<file path="config.mk">
export PLATFORM = sky130hd
export DESIGN_NAME = line_follow_pd_steering
export DESIGN_NICKNAME = d
export VERILOG_FILES = /design/src/hdl/lfpd_pkg.sv /design/src/hdl/line_follow_pd_steering.sv
export SDC_FILE = /design/constraint.sdc
export NUM_CORES = 1
export LEC_CHECK = 0
export BUFFER_PORTS_ARGS = -buffer_cell sky130_fd_sc_hd__buf_2
export CAP_MARGIN = 20
export CELL_PAD_IN_SITES_DETAIL_PLACEMENT = 0
export CELL_PAD_IN_SITES_GLOBAL_PLACEMENT = 2
export CORE_AREA = 2 2 124 126
export DETAILED_ROUTE_END_ITERATION = 12
export DIE_AREA = 0 0 126 128
export PLACE_DENSITY_LB_ADDON = 0.1
export SLEW_MARGIN = 20
export SYNTH_ARGS = -nofsm -noshare
export SYNTH_HDL_FRONTEND = slang
export SYNTH_SLANG_ARGS = --single-unit
export TNS_END_PERCENT = 30
</file>
<file path="constraint.sdc">
create_clock -name clk -period 16.34 [get_ports clk]
set_input_delay 0 -clock clk [delete_from_list [all_inputs] [get_ports clk]]
set_output_delay 0 -clock clk [all_outputs]
set_load 0.02 [all_outputs]
</file>
<file path="src/hdl/lfpd_pkg.sv">
// ----------------------------------------------------------------------------
// Line follower PD steering package
// Shared request types, maneuver codes, the error map and the checkpoint
// schedule of the steering block.
// ----------------------------------------------------------------------------
package lfpd_pkg;

	// Widths of the request fields.
	localparam int unsigned LINE_W  = 5;
	localparam int unsigned DIST_W  = 9;
	localparam int unsigned SPEED_W = 8;
	localparam int unsigned MAN_W   = 3;
	localparam int unsigned CP_W    = 3;
	localparam int unsigned ERR_W   = 4;
	localparam int unsigned GP_W    = 5;
	localparam int unsigned GD_W    = 4;

	// Reset values of the configuration and the tuning state.
	localparam logic [DIST_W-1:0]  START_DIST_RESET = 9'd15;
	localparam logic [SPEED_W-1:0] BASE_RESET       = 8'd130;
	localparam logic [GP_W-1:0]    GAIN_P_RESET     = 5'd20;
	localparam logic [GD_W-1:0]    GAIN_D_RESET     = 4'd10;
	localparam logic [CP_W-1:0]    CP_LAST          = 3'd5;
	localparam logic [SPEED_W-1:0] SPEED_MAX        = 8'd255;

	// Sensor patterns for checkpoints and fixed maneuvers.
	localparam logic [LINE_W-1:0] PAT_ALL_BLACK  = 5'b11111;
	localparam logic [LINE_W-1:0] PAT_TURN_RIGHT = 5'b01111;
	localparam logic [LINE_W-1:0] PAT_TURN_LEFT  = 5'b11110;
	localparam logic [LINE_W-1:0] PAT_WHITE_MASK = 5'b10101;
	localparam logic [LINE_W-1:0] PAT_WHITE_VAL  = 5'b10001;

	typedef enum logic [MAN_W-1:0] {
		MAN_WAIT       = 3'd0,
		MAN_LAUNCH     = 3'd1,
		MAN_PD         = 3'd2,
		MAN_WHITE      = 3'd3,
		MAN_TURN_RIGHT = 3'd4,
		MAN_TURN_LEFT  = 3'd5
	} maneuver_t;

	typedef struct packed {
		logic [LINE_W-1:0] line_bits;
		logic [DIST_W-1:0] distance_cm;
	} line_req_t;

	typedef struct packed {
		logic [SPEED_W-1:0] left_speed;
		logic [SPEED_W-1:0] right_speed;
		maneuver_t          maneuver;
		logic [CP_W-1:0]    checkpoints_passed;
	} drive_req_t;

	typedef struct packed {
		logic [SPEED_W-1:0] base;
		logic [GP_W-1:0]    gain_p;
		logic [GD_W-1:0]    gain_d;
	} gains_t;

	typedef struct packed {
		logic                    hit;
		logic signed [ERR_W-1:0] value;
	} err_map_t;

	// Maps a sensor pattern to a steering error; a miss clears the hit flag so the last error is held.
	function automatic err_map_t map_error(input logic [LINE_W-1:0] bits);
		err_map_t r;
		r.hit   = 1'b1;
		r.value = 4'sd0;
		case (bits)
			5'b00000: r.value = 4'sd0;
			5'b11111: r.value = 4'sd0;
			5'b01110: r.value = 4'sd0;
			5'b00110: r.value = 4'sd1;
			5'b01100: r.value = -4'sd1;
			5'b00111: r.value = 4'sd2;
			5'b11100: r.value = -4'sd2;
			5'b00011: r.value = 4'sd3;
			5'b11000: r.value = -4'sd3;
			5'b00001: r.value = 4'sd4;
			5'b10000: r.value = -4'sd4;
			default:  r.hit   = 1'b0;
		endcase
		return r;
	endfunction

	// Base speed and gains loaded when a checkpoint is crossed.
	function automatic gains_t checkpoint_gains(input logic [CP_W-1:0] idx);
		gains_t g;
		case (idx)
			3'd0:    g = '{base: 8'd80,  gain_p: 5'd10, gain_d: 4'd5};
			3'd1:    g = '{base: 8'd100, gain_p: 5'd25, gain_d: 4'd10};
			3'd2:    g = '{base: 8'd130, gain_p: 5'd20, gain_d: 4'd10};
			3'd3:    g = '{base: 8'd80,  gain_p: 5'd10, gain_d: 4'd5};
			default: g = '{base: 8'd130, gain_p: 5'd20, gain_d: 4'd10};
		endcase
		return g;
	endfunction

endpackage

</file>
<file path="src/hdl/line_follow_pd_steering.sv">
// ----------------------------------------------------------------------------
// Line follower PD steering
// Turns each sensor sample into two wheel duties and a maneuver code, with a
// start gate, a checkpoint gain schedule and fixed turn maneuvers.
// ----------------------------------------------------------------------------
//
// Channel   Direction  Handshake               Payload
// line      in         line_valid/line_ready   line_req_t (line_bits, distance_cm)
// drive     out        drive_valid/drive_ready drive_req_t (speeds, maneuver, count)
// cfg       in         cfg_valid/cfg_ready     start distance, 9 bits
//
// One sample per cycle sustained while the drive side does not stall. A sample
// accepted into the input register moves into the result register once that
// register can advance, and its drive request is then valid.
// The controller state is updated as a sample moves into the result register.
// A stalled drive request holds the result register and a full input register
// behind it; an empty input register still takes one sample. cfg_ready is
// always high.
// Reset clears the start gate, errors and checkpoint index and restores the
// default base speed, gains and start distance.
module line_follow_pd_steering (
	input  logic                   clk,
	input  logic                   arst_n,
	input  logic                   line_valid,
	output logic                   line_ready,
	input  lfpd_pkg::line_req_t    line_req,
	output logic                   drive_valid,
	input  logic                   drive_ready,
	output lfpd_pkg::drive_req_t   drive_req,
	input  logic                   cfg_valid,
	output logic                   cfg_ready,
	input  logic [8:0]             cfg_data
);
	import lfpd_pkg::*;

	logic                    s1_valid_q;
	line_req_t               req_s1;
	logic                    drive_valid_q;
	drive_req_t              drive_q;
	logic                    advance;
	logic                    fire;

	logic [DIST_W-1:0]       start_dist_q;
	logic                    running_q;
	logic signed [ERR_W-1:0] cur_err_q;
	logic signed [ERR_W-1:0] prev_err_q;
	logic [CP_W-1:0]         cp_idx_q;
	gains_t                  gains_q;

	err_map_t                emap;
	logic                    cp_step;
	gains_t                  gains_new;
	logic [CP_W-1:0]         cp_idx_new;
	logic signed [ERR_W-1:0] e_new;
	logic signed [ERR_W:0]   e_diff;
	logic signed [9:0]       p_term;
	logic signed [9:0]       d_term;
	logic signed [10:0]      pd_sum;
	logic signed [11:0]      left_sum;
	logic signed [11:0]      right_sum;
	logic                    launch;
	drive_req_t              drive_new;

	// Handshake: the input register refills whenever its content moves on.
	assign advance     = !drive_valid_q || drive_ready;
	assign fire        = s1_valid_q && advance;
	assign line_ready  = !s1_valid_q || advance;
	assign drive_valid = drive_valid_q;
	assign drive_req   = drive_q;
	assign cfg_ready   = 1'b1;

	// Input register.
	always_ff @(posedge clk or negedge arst_n) begin
		if (!arst_n) begin
			s1_valid_q <= 1'b0;
		end else if (line_ready) begin
			s1_valid_q <= line_valid;
		end
	end

	always_ff @(posedge clk) begin
		if (line_ready && line_valid) begin
			req_s1 <= line_req;
		end
	end

	// Start distance register.
	always_ff @(posedge clk or negedge arst_n) begin
		if (!arst_n) begin
			start_dist_q <= START_DIST_RESET;
		end else if (cfg_valid) begin
			start_dist_q <= cfg_data;
		end
	end

	// Error map and checkpoint schedule; new gains apply on the same sample.
	always_comb begin
		emap       = map_error(req_s1.line_bits);
		cp_step    = (req_s1.line_bits == PAT_ALL_BLACK) && (cp_idx_q != CP_LAST);
		gains_new  = cp_step ? checkpoint_gains(cp_idx_q) : gains_q;
		cp_idx_new = cp_step ? cp_idx_q + 3'd1 : cp_idx_q;
		e_new      = emap.hit ? emap.value : cur_err_q;
		launch     = !running_q && (req_s1.distance_cm > start_dist_q);
	end

	// PD term and clamped wheel sums.
	always_comb begin
		e_diff    = {e_new[ERR_W-1], e_new} - {prev_err_q[ERR_W-1], prev_err_q};
		p_term    = $signed({5'b0, gains_new.gain_p}) *
			$signed({{6{e_new[ERR_W-1]}}, e_new});
		d_term    = $signed({6'b0, gains_new.gain_d}) *
			$signed({{5{e_diff[ERR_W]}}, e_diff});
		pd_sum    = {p_term[9], p_term} + {d_term[9], d_term};
		left_sum  = $signed({4'b0, gains_new.base}) + {pd_sum[10], pd_sum};
		right_sum = $signed({4'b0, gains_new.base}) - {pd_sum[10], pd_sum};
	end

	// Result selection.
	always_comb begin
		drive_new                    = '0;
		drive_new.maneuver           = MAN_WAIT;
		drive_new.checkpoints_passed = cp_idx_q;
		if (!running_q) begin
			if (launch) begin
				drive_new.left_speed  = gains_q.base;
				drive_new.right_speed = gains_q.base;
				drive_new.maneuver    = MAN_LAUNCH;
			end
		end else begin
			drive_new.checkpoints_passed = cp_idx_new;
			if ((req_s1.line_bits & PAT_WHITE_MASK) == PAT_WHITE_VAL) begin
				drive_new.left_speed  = gains_new.base;
				drive_new.right_speed = gains_new.base;
				drive_new.maneuver    = MAN_WHITE;
			end else if (req_s1.line_bits == PAT_TURN_RIGHT) begin
				drive_new.left_speed  = gains_new.base;
				drive_new.maneuver    = MAN_TURN_RIGHT;
			end else if (req_s1.line_bits == PAT_TURN_LEFT) begin
				drive_new.right_speed = gains_new.base;
				drive_new.maneuver    = MAN_TURN_LEFT;
			end else begin
				if (left_sum[11]) begin
					drive_new.left_speed = '0;
				end else if (left_sum[10:8] != 3'd0) begin
					drive_new.left_speed = SPEED_MAX;
				end else begin
					drive_new.left_speed = left_sum[7:0];
				end
				if (right_sum[11]) begin
					drive_new.right_speed = '0;
				end else if (right_sum[10:8] != 3'd0) begin
					drive_new.right_speed = SPEED_MAX;
				end else begin
					drive_new.right_speed = right_sum[7:0];
				end
				drive_new.maneuver = MAN_PD;
			end
		end
	end

	// Controller state, updated as a sample is retired.
	always_ff @(posedge clk or negedge arst_n) begin
		if (!arst_n) begin
			running_q  <= 1'b0;
			cur_err_q  <= '0;
			prev_err_q <= '0;
			cp_idx_q   <= '0;
			gains_q    <= '{base: BASE_RESET, gain_p: GAIN_P_RESET, gain_d: GAIN_D_RESET};
		end else if (fire) begin
			if (!running_q) begin
				running_q <= launch;
			end else begin
				cur_err_q  <= e_new;
				prev_err_q <= e_new;
				cp_idx_q   <= cp_idx_new;
				gains_q    <= gains_new;
			end
		end
	end

	// Result register.
	always_ff @(posedge clk or negedge arst_n) begin
		if (!arst_n) begin
			drive_valid_q <= 1'b0;
		end else if (advance) begin
			drive_valid_q <= s1_valid_q;
		end
	end

	always_ff @(posedge clk) begin
		if (fire) begin
			drive_q <= drive_new;
		end
	end

	// The checkpoint index saturates at the last schedule entry.
	assert property (@(posedge clk) disable iff (!arst_n) cp_idx_q <= CP_LAST)
		else $error("checkpoint index beyond schedule");

	// Once started, the controller never returns to the start gate.
	assert property (@(posedge clk) disable iff (!arst_n) running_q |=> running_q)
		else $error("start gate reopened");

	// Starting always coincides with a launch request being loaded.
	assert property (@(posedge clk) disable iff (!arst_n)
		$rose(running_q) |-> drive_valid_q && drive_q.maneuver == MAN_LAUNCH)
		else $error("start without launch request");

	// A waiting request drives both wheels at zero.
	assert property (@(posedge clk) disable iff (!arst_n)
		drive_valid_q && drive_q.maneuver == MAN_WAIT |->
		drive_q.left_speed == '0 && drive_q.right_speed == '0)
		else $error("wheels moving while waiting");

	// The held error stays within the sensor map.
	assert property (@(posedge clk) disable iff (!arst_n)
		cur_err_q >= -4'sd4 && cur_err_q <= 4'sd4)
		else $error("steering error out of range");

endmodule

</file>
## Word-level counts from Yosys, hierarchy flattened

Cells that the tools add are included.

| word-level totals | value |
|---|---|
| logic and storage cells | 75 |
| ROM bits | 0 |
| output and inout bits | 25 |
| memories | 0 |
| bits in latches | 0 |
| register bits | 72 |
| RAM bits | 0 |

| operators by class | value |
|---|---|
| equality and inequality tests | 16 |
| bitwise logic cells | 0 |
| reduce and logical (&&, ||, !) cells | 16 |
| shift-type cells | 0 |
| multipliers | 2 |
| divide/modulo/power cells | 0 |
| order comparisons | 1 |
| mux-type cells | 20 |
| add/sub/neg operators | 5 |

Operators with widths:

| operator | count |
|---|---|
| 19-bit two-way mux | 3 |
| 8-bit two-way mux | 7 |
| 17-bit one-hot mux with 2 select lines | 1 |
| 4-bit one-hot mux with 8 select lines | 1 |
| 5-bit equality test (second input constant) | 5 |
| 17-bit two-way mux | 1 |
| 5-bit by 4-bit equality test with 1-bit output (second input constant) | 3 |
| 9-bit by 11-bit adder with 12-bit output | 1 |
| 9-bit by 11-bit subtractor with 12-bit output | 1 |
| 10-bit by 10-bit adder with 11-bit output | 1 |
| 11-bit two-way mux | 1 |
| 11-bit OR reduction | 1 |
| 5-bit by 3-bit equality test with 1-bit output (second input constant) | 2 |
| 5-bit by 5-bit multiplier with 10-bit output | 1 |
| 6-bit by 4-bit multiplier with 10-bit output | 1 |
| 9-bit > comparator | 1 |
| 3-bit two-way mux | 3 |
| 3-bit nonzero test | 2 |
| 5-bit by 1-bit equality test with 1-bit output (second input constant) | 1 |
| 5-bit by 2-bit equality test with 1-bit output (second input constant) | 1 |
| 5-bit zero test | 1 |
| 4-bit by 4-bit subtractor with 5-bit output | 1 |
| 1-bit logical AND | 4 |
| 4-bit two-way mux | 1 |
| other kinds (11) | 15 |

## Longest topological paths before layout

Gate-level depths: netlist of run 1.

| depth | value |
|---|---|
| word-level depth | 15 |
| gate-level depth with buffers | 35 |
| gate-level depth less buffers | 34 |

## Worst setup path after synthesis of run 1

No wires, ideal clock.

| timing path | value |
|---|---|
| path kind | reg-to-reg |
| start | register req_s1[10] in the netlist's numbering |
| end | register drive_q (netlist bit drive_req[20]) (data pin) |
| data required time | 16.067 ns |
| stages on the path, launching flop included | 34 |
| arrival time | 7.597 ns |
| buffers on the path | 2 |
| clock period less this slack | 7.871 ns |
| slack | 8.469 ns |
| cell sequence | edfxtp_1 -> clkbuf_1 -> xor2_1 -> nand3_1 -> o21ai_0 -> a21oi_1 -> nor2_1 -> nor3_1 -> ha_1 -> fa_1 -> nor2b_1 -> nor3_1 -> mux2i_1 -> nand2b_1 -> fa_1 -> fa_1 -> fa_1 -> inv_1 -> fa_1 -> inv_1 -> fa_1 -> inv_1 -> ha_1 -> a21o_1 -> a21oi_1 -> xnor2_1 -> ha_1 -> clkbuf_1 -> nand3_1 -> nor4b_1 -> mux2i_1 -> or4_1 -> nand3_2 -> o211ai_1 |

RTL lines:

| what | RTL line | text |
|---|---|---|
| from (decl) | line_follow_pd_steering.sv:37 | `line_req_t req_s1;` |
| from (signal assigned) | line_follow_pd_steering.sv:83 | `req_s1 <= line_req;` |
| to (signal assigned) | line_follow_pd_steering.sv:192 | `drive_q <= drive_new;` |
| to (decl) | line_follow_pd_steering.sv:39 | `drive_req_t drive_q;` |

==> impl_metrics.ini, run 1 <==
[critical_path]
cpMaxStageDelayCell = fa_1
start_kind = flop
cp-end-kind = flop
cp_num_buf_inv = 3
cp.arrival_ns = 8.80
reg2reg_from = req_s1[10]
critical_path.max_stage_delay_ns = 0.62
r2r_end = drive_req[19]
ff2ff_path_depth = 29
rrSetupSlack_ns = 7.61
cp_top_family = adder cells
crit_required_ns = 16.40
cpMostUsedCell = fa_1
critical_path_class = flop to flop
critPathMaxFanout = 14

[clocking]
clk_pin_slew_ns = 0.06
cts_tree = yes
cts_root_buf = clkbuf_16
insertion_delay_ns = 0.34
cts_buffer_depth = 2
hold_buffers = 27
postCtsSetupRepairBufs = 0
cts_made_buffers = 9
htreeDepth = 3
cts_resized = 0
cts.sinks = 72

[synthesis]
synth_compound_area_share_pct = 17.5
yosys.area_share.adder_pct = 23.2
synth_xor_area_share_pct = 2.92
synthArstFlopShare_pct = 50.0
synth.cell_area_um2 = 6000
ys.warnings.count = 0
synthCells = 646
ys_top_cells_by_area = edfxtp_1 18%, ha_1 13%, dfrtp_1 11%
synthFlopType = edfxtp_1
yosys.area_share.simple_pct = 14.9
synth_common_cells = 87 x inv_1, 63 x ha_1, 54 x nor2_1
synth_mux_area_share_pct = 1.23
synth-edff-count = 36
synth_top_family_by_area = adder cells
yosysTopAreaCell = edfxtp_1
ys_seq_area_share_pct = 33.3
synth.avg_cell_area_um2 = 9.28
synth_most_common_cell = inv_1
synth_nets = 767
yosysTopAreaCellShare_pct = 18.0
synth.distinct_cells = 59
synth.ff_latch_count = 72

[floorplan]
ioPinCount = 53
rows = 45
fp.dieH_um = 128
coreArea_um2 = 14900
dieArea_um2 = 16100
die_w_um = 126
start_util_pct = 40.3

[grt]
grt_max_degree = 37
grt_use_total_pct = 19.3
first_global_vias = 4796
grt_pass1_wl_mm = 24.4
antenna_found_initial = 0
grt.overflow.total = 0

[detailed_routing]
vias = 4834
vias_per_cell = 5.32
routed_wl_mm = 14.8
wl_per_cell_um = 16.3
drtPass1Iterations = 5
ant_nets = 0
drc = 0
drtIter0Drc = 388

[timing]
setup_viol_count_final = 0
drv_slew = 0
fin_crit_sh_pct = 53.4
fmax_ghz = 0.115
fin_setup_tns_ns = 0
worst_pin_slew_ns = 1.03
fin_crit_ns = 8.73
finalHoldViolCount = 0
rsz0062_at_grt = no
clock-skew-final_ns = 0.0118
relSlewSlack_pct = 31.1

[cells_and_area]
insertedDiodeCount = 0
drive_gt1_share_pct = 12.9
syn2layout_area_growth_pct = 16.5
fillers = 1483
nets = 837

[placed_design]
io_buffers = 51
hpwl_mm = 11.6
globalplace.congestion = 0.852

[hold_path]
hold_class = primary input to flop
whs_endpoint = start_dist_q[3]
min_path_cells = 3
hold_start = cfg_valid

[run_status]
outcome = finished clean

[job]
max_cap_viol_count = 0
==> layout make-up <==
type	instances	area [um2]	area share, %
clock buffer	12	268	3.83
clock inverter	4	25.0	0.358
inverter	87	327	4.68
multi-input combinational	465	3590	51.4
sequential	72	1990	28.6
tap	188	235	3.37
timing repair buffer	81	548	7.85
==> state kept, by name, summed over array words and instances, names as in the netlist <==
name and flops:
drive_req 22, gains_q 17, req_s1 14, start_dist_q 9
prev_err_q 4, cp_idx_q 3, drive_valid 1, running_q 1
s1_valid_q 1
==> layer usage <==
metal	vias to the layer above	track usage [%]	wire length (um)	share of wire, %
met5	-	0	0	0
met1	2334	26.0	6860	46
met4	0	5.24	289	2.0
met2	108	32.1	7120	48
met3	19	3.38	535	3.6
li1	2373	-	-	-
==> per-stage QoR <==
step                hold WS (ns)  worst slack, ns  area, um2  utilization (%)  std cells
floorplan                 -0.296             8.47       6000                -        646
global placement           0.159             7.73       6420             43.2        866
detailed placement         0.165             7.64       6420             43.2        866
CTS                      0.00501             7.61       6980             47.0        909
global route              0.0319             6.96       6980             47.0        909
finish                    0.0186             7.61       6980             47.0        909
==> cells in the final DEF (no fill, tap or decap), drive strengths merged, types with 10 or more instances in the layout <==
cell type	n
inv	89
ha	63
nor2	54
buf	54
nand2	44
o21ai	40
edfxtp	36
a21oi	34
fa	30
dlygate4sd3	27
dfrtp	26
o21a	20
nand2b	18
nor2b	16
xnor2	15
o211ai	13
nand3	13
clkbuf	12
a22oi	11
dfstp	10
==> worst max path at each step <==
stage,start,to,slack (ns),depth (start not counted)
after floorplan,req_s1[10],drive_req[20],8.47,33
after CTS,req_s1[12],drive_req[20],7.61,29
after global placement,req_s1[9],drive_req[20],7.73,24
after global routing,req_s1[12],drive_req[14],6.96,29
after detailed placement,req_s1[12],drive_req[14],7.64,29
final,req_s1[10],drive_req[19],7.61,29
==> logic make-up (layout without fill, tap and decap cells) <==
group / after synthesis / after routing
compound gates: 160 / 160
flops: 72 / 72
fa+ha+maj: 93 / 93
buf+inv: 109 / 184
other cells: 1 / 1
mux: 7 / 7
xor+xnor: 20 / 20
simple gates: 184 / 184
==> worst min-delay path: stages <==
cell	delay [ns]
buf_2	0.19
nand2_1	0.08
o21ai_0	0.07
Power of run 1 is left out: the tool's default activity adds up to more than one toggle a clock period on the data nets, which glitch-free logic cannot reach.
==> run 2, diff against run 1 <==
--- a/config.mk
+++ b/config.mk
@@ -5,13 +5,14 @@
 export SDC_FILE = /design/constraint.sdc
 export NUM_CORES = 1
 export LEC_CHECK = 0
+export ABC_AREA = 1
 export BUFFER_PORTS_ARGS = -buffer_cell sky130_fd_sc_hd__buf_2
 export CAP_MARGIN = 20
 export CELL_PAD_IN_SITES_DETAIL_PLACEMENT = 0
 export CELL_PAD_IN_SITES_GLOBAL_PLACEMENT = 2
-export CORE_AREA = 2 2 124 126
+export CORE_AREA = 2 2 139 141
 export DETAILED_ROUTE_END_ITERATION = 12
-export DIE_AREA = 0 0 126 128
+export DIE_AREA = 0 0 141 143
 export PLACE_DENSITY_LB_ADDON = 0.1
 export SLEW_MARGIN = 20
 export SYNTH_ARGS = -nofsm -noshare
==> constraint.sdc (replaced) <==
create_clock -name clk -period 7.4 [get_ports clk]
set_input_delay 0 -clock clk [delete_from_list [all_inputs] [get_ports clk]]
set_output_delay 0 -clock clk [all_outputs]
set_load 0.02 [all_outputs]
==> impl_metrics.ini, run 2 <==
[placed_design]
globalplace.congestion = 0.823
hpwl_mm = 12.7
io_buffers = 51
dp_cells = 1087
place_area_um2 = 7090

[floorplan]
start_util_pct = 32.6
coreArea_um2 = 18600
dieArea_um2 = 20200
die_w_um = 141
fp.dieH_um = 143
rows = 50
ioPinCount = 53

[clocking]
clk_pin_slew_ns = 0.06
insertion_delay_ns = 0.34
cts_buffer_depth = 2
cts_tree = yes
htreeDepth = 3
cts_made_buffers = 9
cts_root_buf = clkbuf_16
cts.sinks = 72

[cells_and_area]
nets = 1025
layout_commonest_cell = inv_1
layout.cells.non_filler = 1143
multi_input_area_um2 = 3610
postLayoutCellArea_um2 = 7950
largest_reg_flops = 22
syn2layout_area_growth_pct = 31.4
layout_common_cells = 155 x inv_1, 144 x nand2_1, 78 x buf_4
fin_util_pct = 42.8
fillers = 1895
seq_area_um2 = 1990
insertedDiodeCount = 0
drive_gt1_share_pct = 25.4

[synthesis]
synthArstFlopShare_pct = 50.0
synth_most_common_cell = inv_1
synthFlopType = edfxtp_1
synth.distinct_cells = 47
yosysTopAreaCell = edfxtp_1
synthCells = 745
ys.warnings.count = 0
synth.ff_latch_count = 72
synth.cell_area_um2 = 6050
synth_nets = 866
yosysTopAreaCellShare_pct = 17.9
ys_top_cells_by_area = edfxtp_1 18%, ha_1 13%, dfrtp_1 11%
ys_seq_area_share_pct = 33.0
synth_common_cells = 163 x inv_1, 155 x nand2_1, 63 x ha_1
synth.avg_cell_area_um2 = 8.12
synth-edff-count = 36

[grt]
first_global_vias = 5264
grt.overflow.total = 0
antenna_found_initial = 0
grt_pass1_wl_mm = 25.9
grt_max_degree = 37
grt_use_total_pct = 16.3

[critical_path]
critical_path.max_stage_delay_ns = 0.51
cp_top_family = adder cells
cp.arrival_ns = 7.72
cp-end-kind = flop
cpMaxStageDelayCell = fa_1
cp_num_buf_inv = 9
critPathMaxFanout = 5
cpMostUsedCell = fa_1
critical_path_class = flop to flop
crit_required_ns = 7.46
start_kind = flop

[detailed_routing]
drtIter0Drc = 259
vias_per_cell = 4.52
drc = 0
drtPass1Iterations = 5
vias = 5163
ant_nets = 0
routed_wl_mm = 15.6
wl_per_cell_um = 13.6

[timing]
fin_crit_ns = 7.66
clock-skew-final_ns = 0.00720
rsz0062_at_grt = yes
drv_slew = 0
finalHoldViolCount = 0
setup_ws_ns = -0.261
relSlewSlack_pct = 36.2
fmax_ghz = 0.131
worst_pin_slew_ns = 0.947
fin_crit_sh_pct = 104
setup_viol_count_final = 12

[run_status]
violations = negative setup slack
outcome = complete, but fails checks

[job]
max_cap_viol_count = 0

[hold_path]
hold_class = primary input to flop
run 2: cell types whose count changed after synthesis, moves of 13 or more:
cell / before / now
clkbuf_1: 17 / 3
inv_1: 87 / 163
nand2_1: 44 / 155
nand2b_1: 18 / 0
nand3_1: 12 / 25
nor2b_1: 16 / 0
o21a_1: 20 / 2
o21ai_0: 39 / 52
run 2: final timing paths:
| check | from | end | slack [ns] | depth (start not counted) |
|---|---|---|---|---|
| worst min-delay path | cfg_valid | start_dist_q[3] | 0.02 | 3 |
| worst max-delay path | req_s1[11] | drive_req[10] | -0.26 | 36 |
| min in group asynchronous | arst_n | start_dist_q[6] | 0.34 | 2 |
| worst min register to register | start_dist_q[3] | start_dist_q[3] | 0.49 | 2 |
| worst max register to register | req_s1[11] | drive_req[10] | -0.26 | 36 |
| max in group asynchronous | arst_n | gains_q[2] | 6.52 | 2 |
run 2: worst reg2reg max path, delay by kind of cell, from the launching register on:
family	cells	cell delay, ns
DFF	1	0.45
AOI/OAI and AO/OA	7	1.06
and+or+nand+nor	9	0.99
adders and majority gates	9	3.56
buffers and inverters	9	0.92
xor gates and xnor gates	2	0.41
run 2: routing by layer:
| metal | wire [um] | global-route usage (%) | vias to the layer above |
|---|---|---|---|
| met2 | 7810 | 29.4 | 62 |
| met4 | 179 | 3.63 | 0 |
| met5 | 0 | 0 | - |
| li1 | - | - | 2661 |
| met1 | 7280 | 20.6 | 2427 |
| met3 | 326 | 2.55 | 13 |
run 2: kinds of logic after synthesis:
family	Yosys count	share of synthesized area (%)
xor+xnor	22	3.31
other cells	1	0.0620
buf+inv	175	11.2
mux	2	0.352
flops	72	33.0
fa+ha+maj	93	23.0
compound gates	113	10.9
simple gates	267	18.3
run 2: repair_timing:
item                                    CTS  global route
hold buffers                             27             0
cloned                                    0             0
endpoints found under the setup margin   16            16
setup buffers                             9             4
hold endpoints to repair                 51             0
gates resized for setup                  21            25
pin swaps                                31            21
run 2: layout make-up:
class | instances | area share [%]
Clock inverter | 6 | 0.740
Clock buffer | 10 | 3.01
Timing Repair Buffer | 158 | 14.3
Inverter | 165 | 7.79
Multi-Input combinational cell | 498 | 45.4
Tap cell | 234 | 3.68
Sequential cell | 72 | 25.1
run 2: per-stage QoR:
stage                     setup WS [ns]  setup TNS [ns]  hold slack [ns]
after floorplan                  0.0110               0           -0.296
after global placement           -0.311           -2.64            0.172
after detailed placement         -0.459           -4.80            0.178
after CTS                        -0.130          -0.737           0.0143
after global routing             -0.663           -8.29           0.0436
final                            -0.261           -2.00           0.0166
Power of run 2 is left out for the same reason.
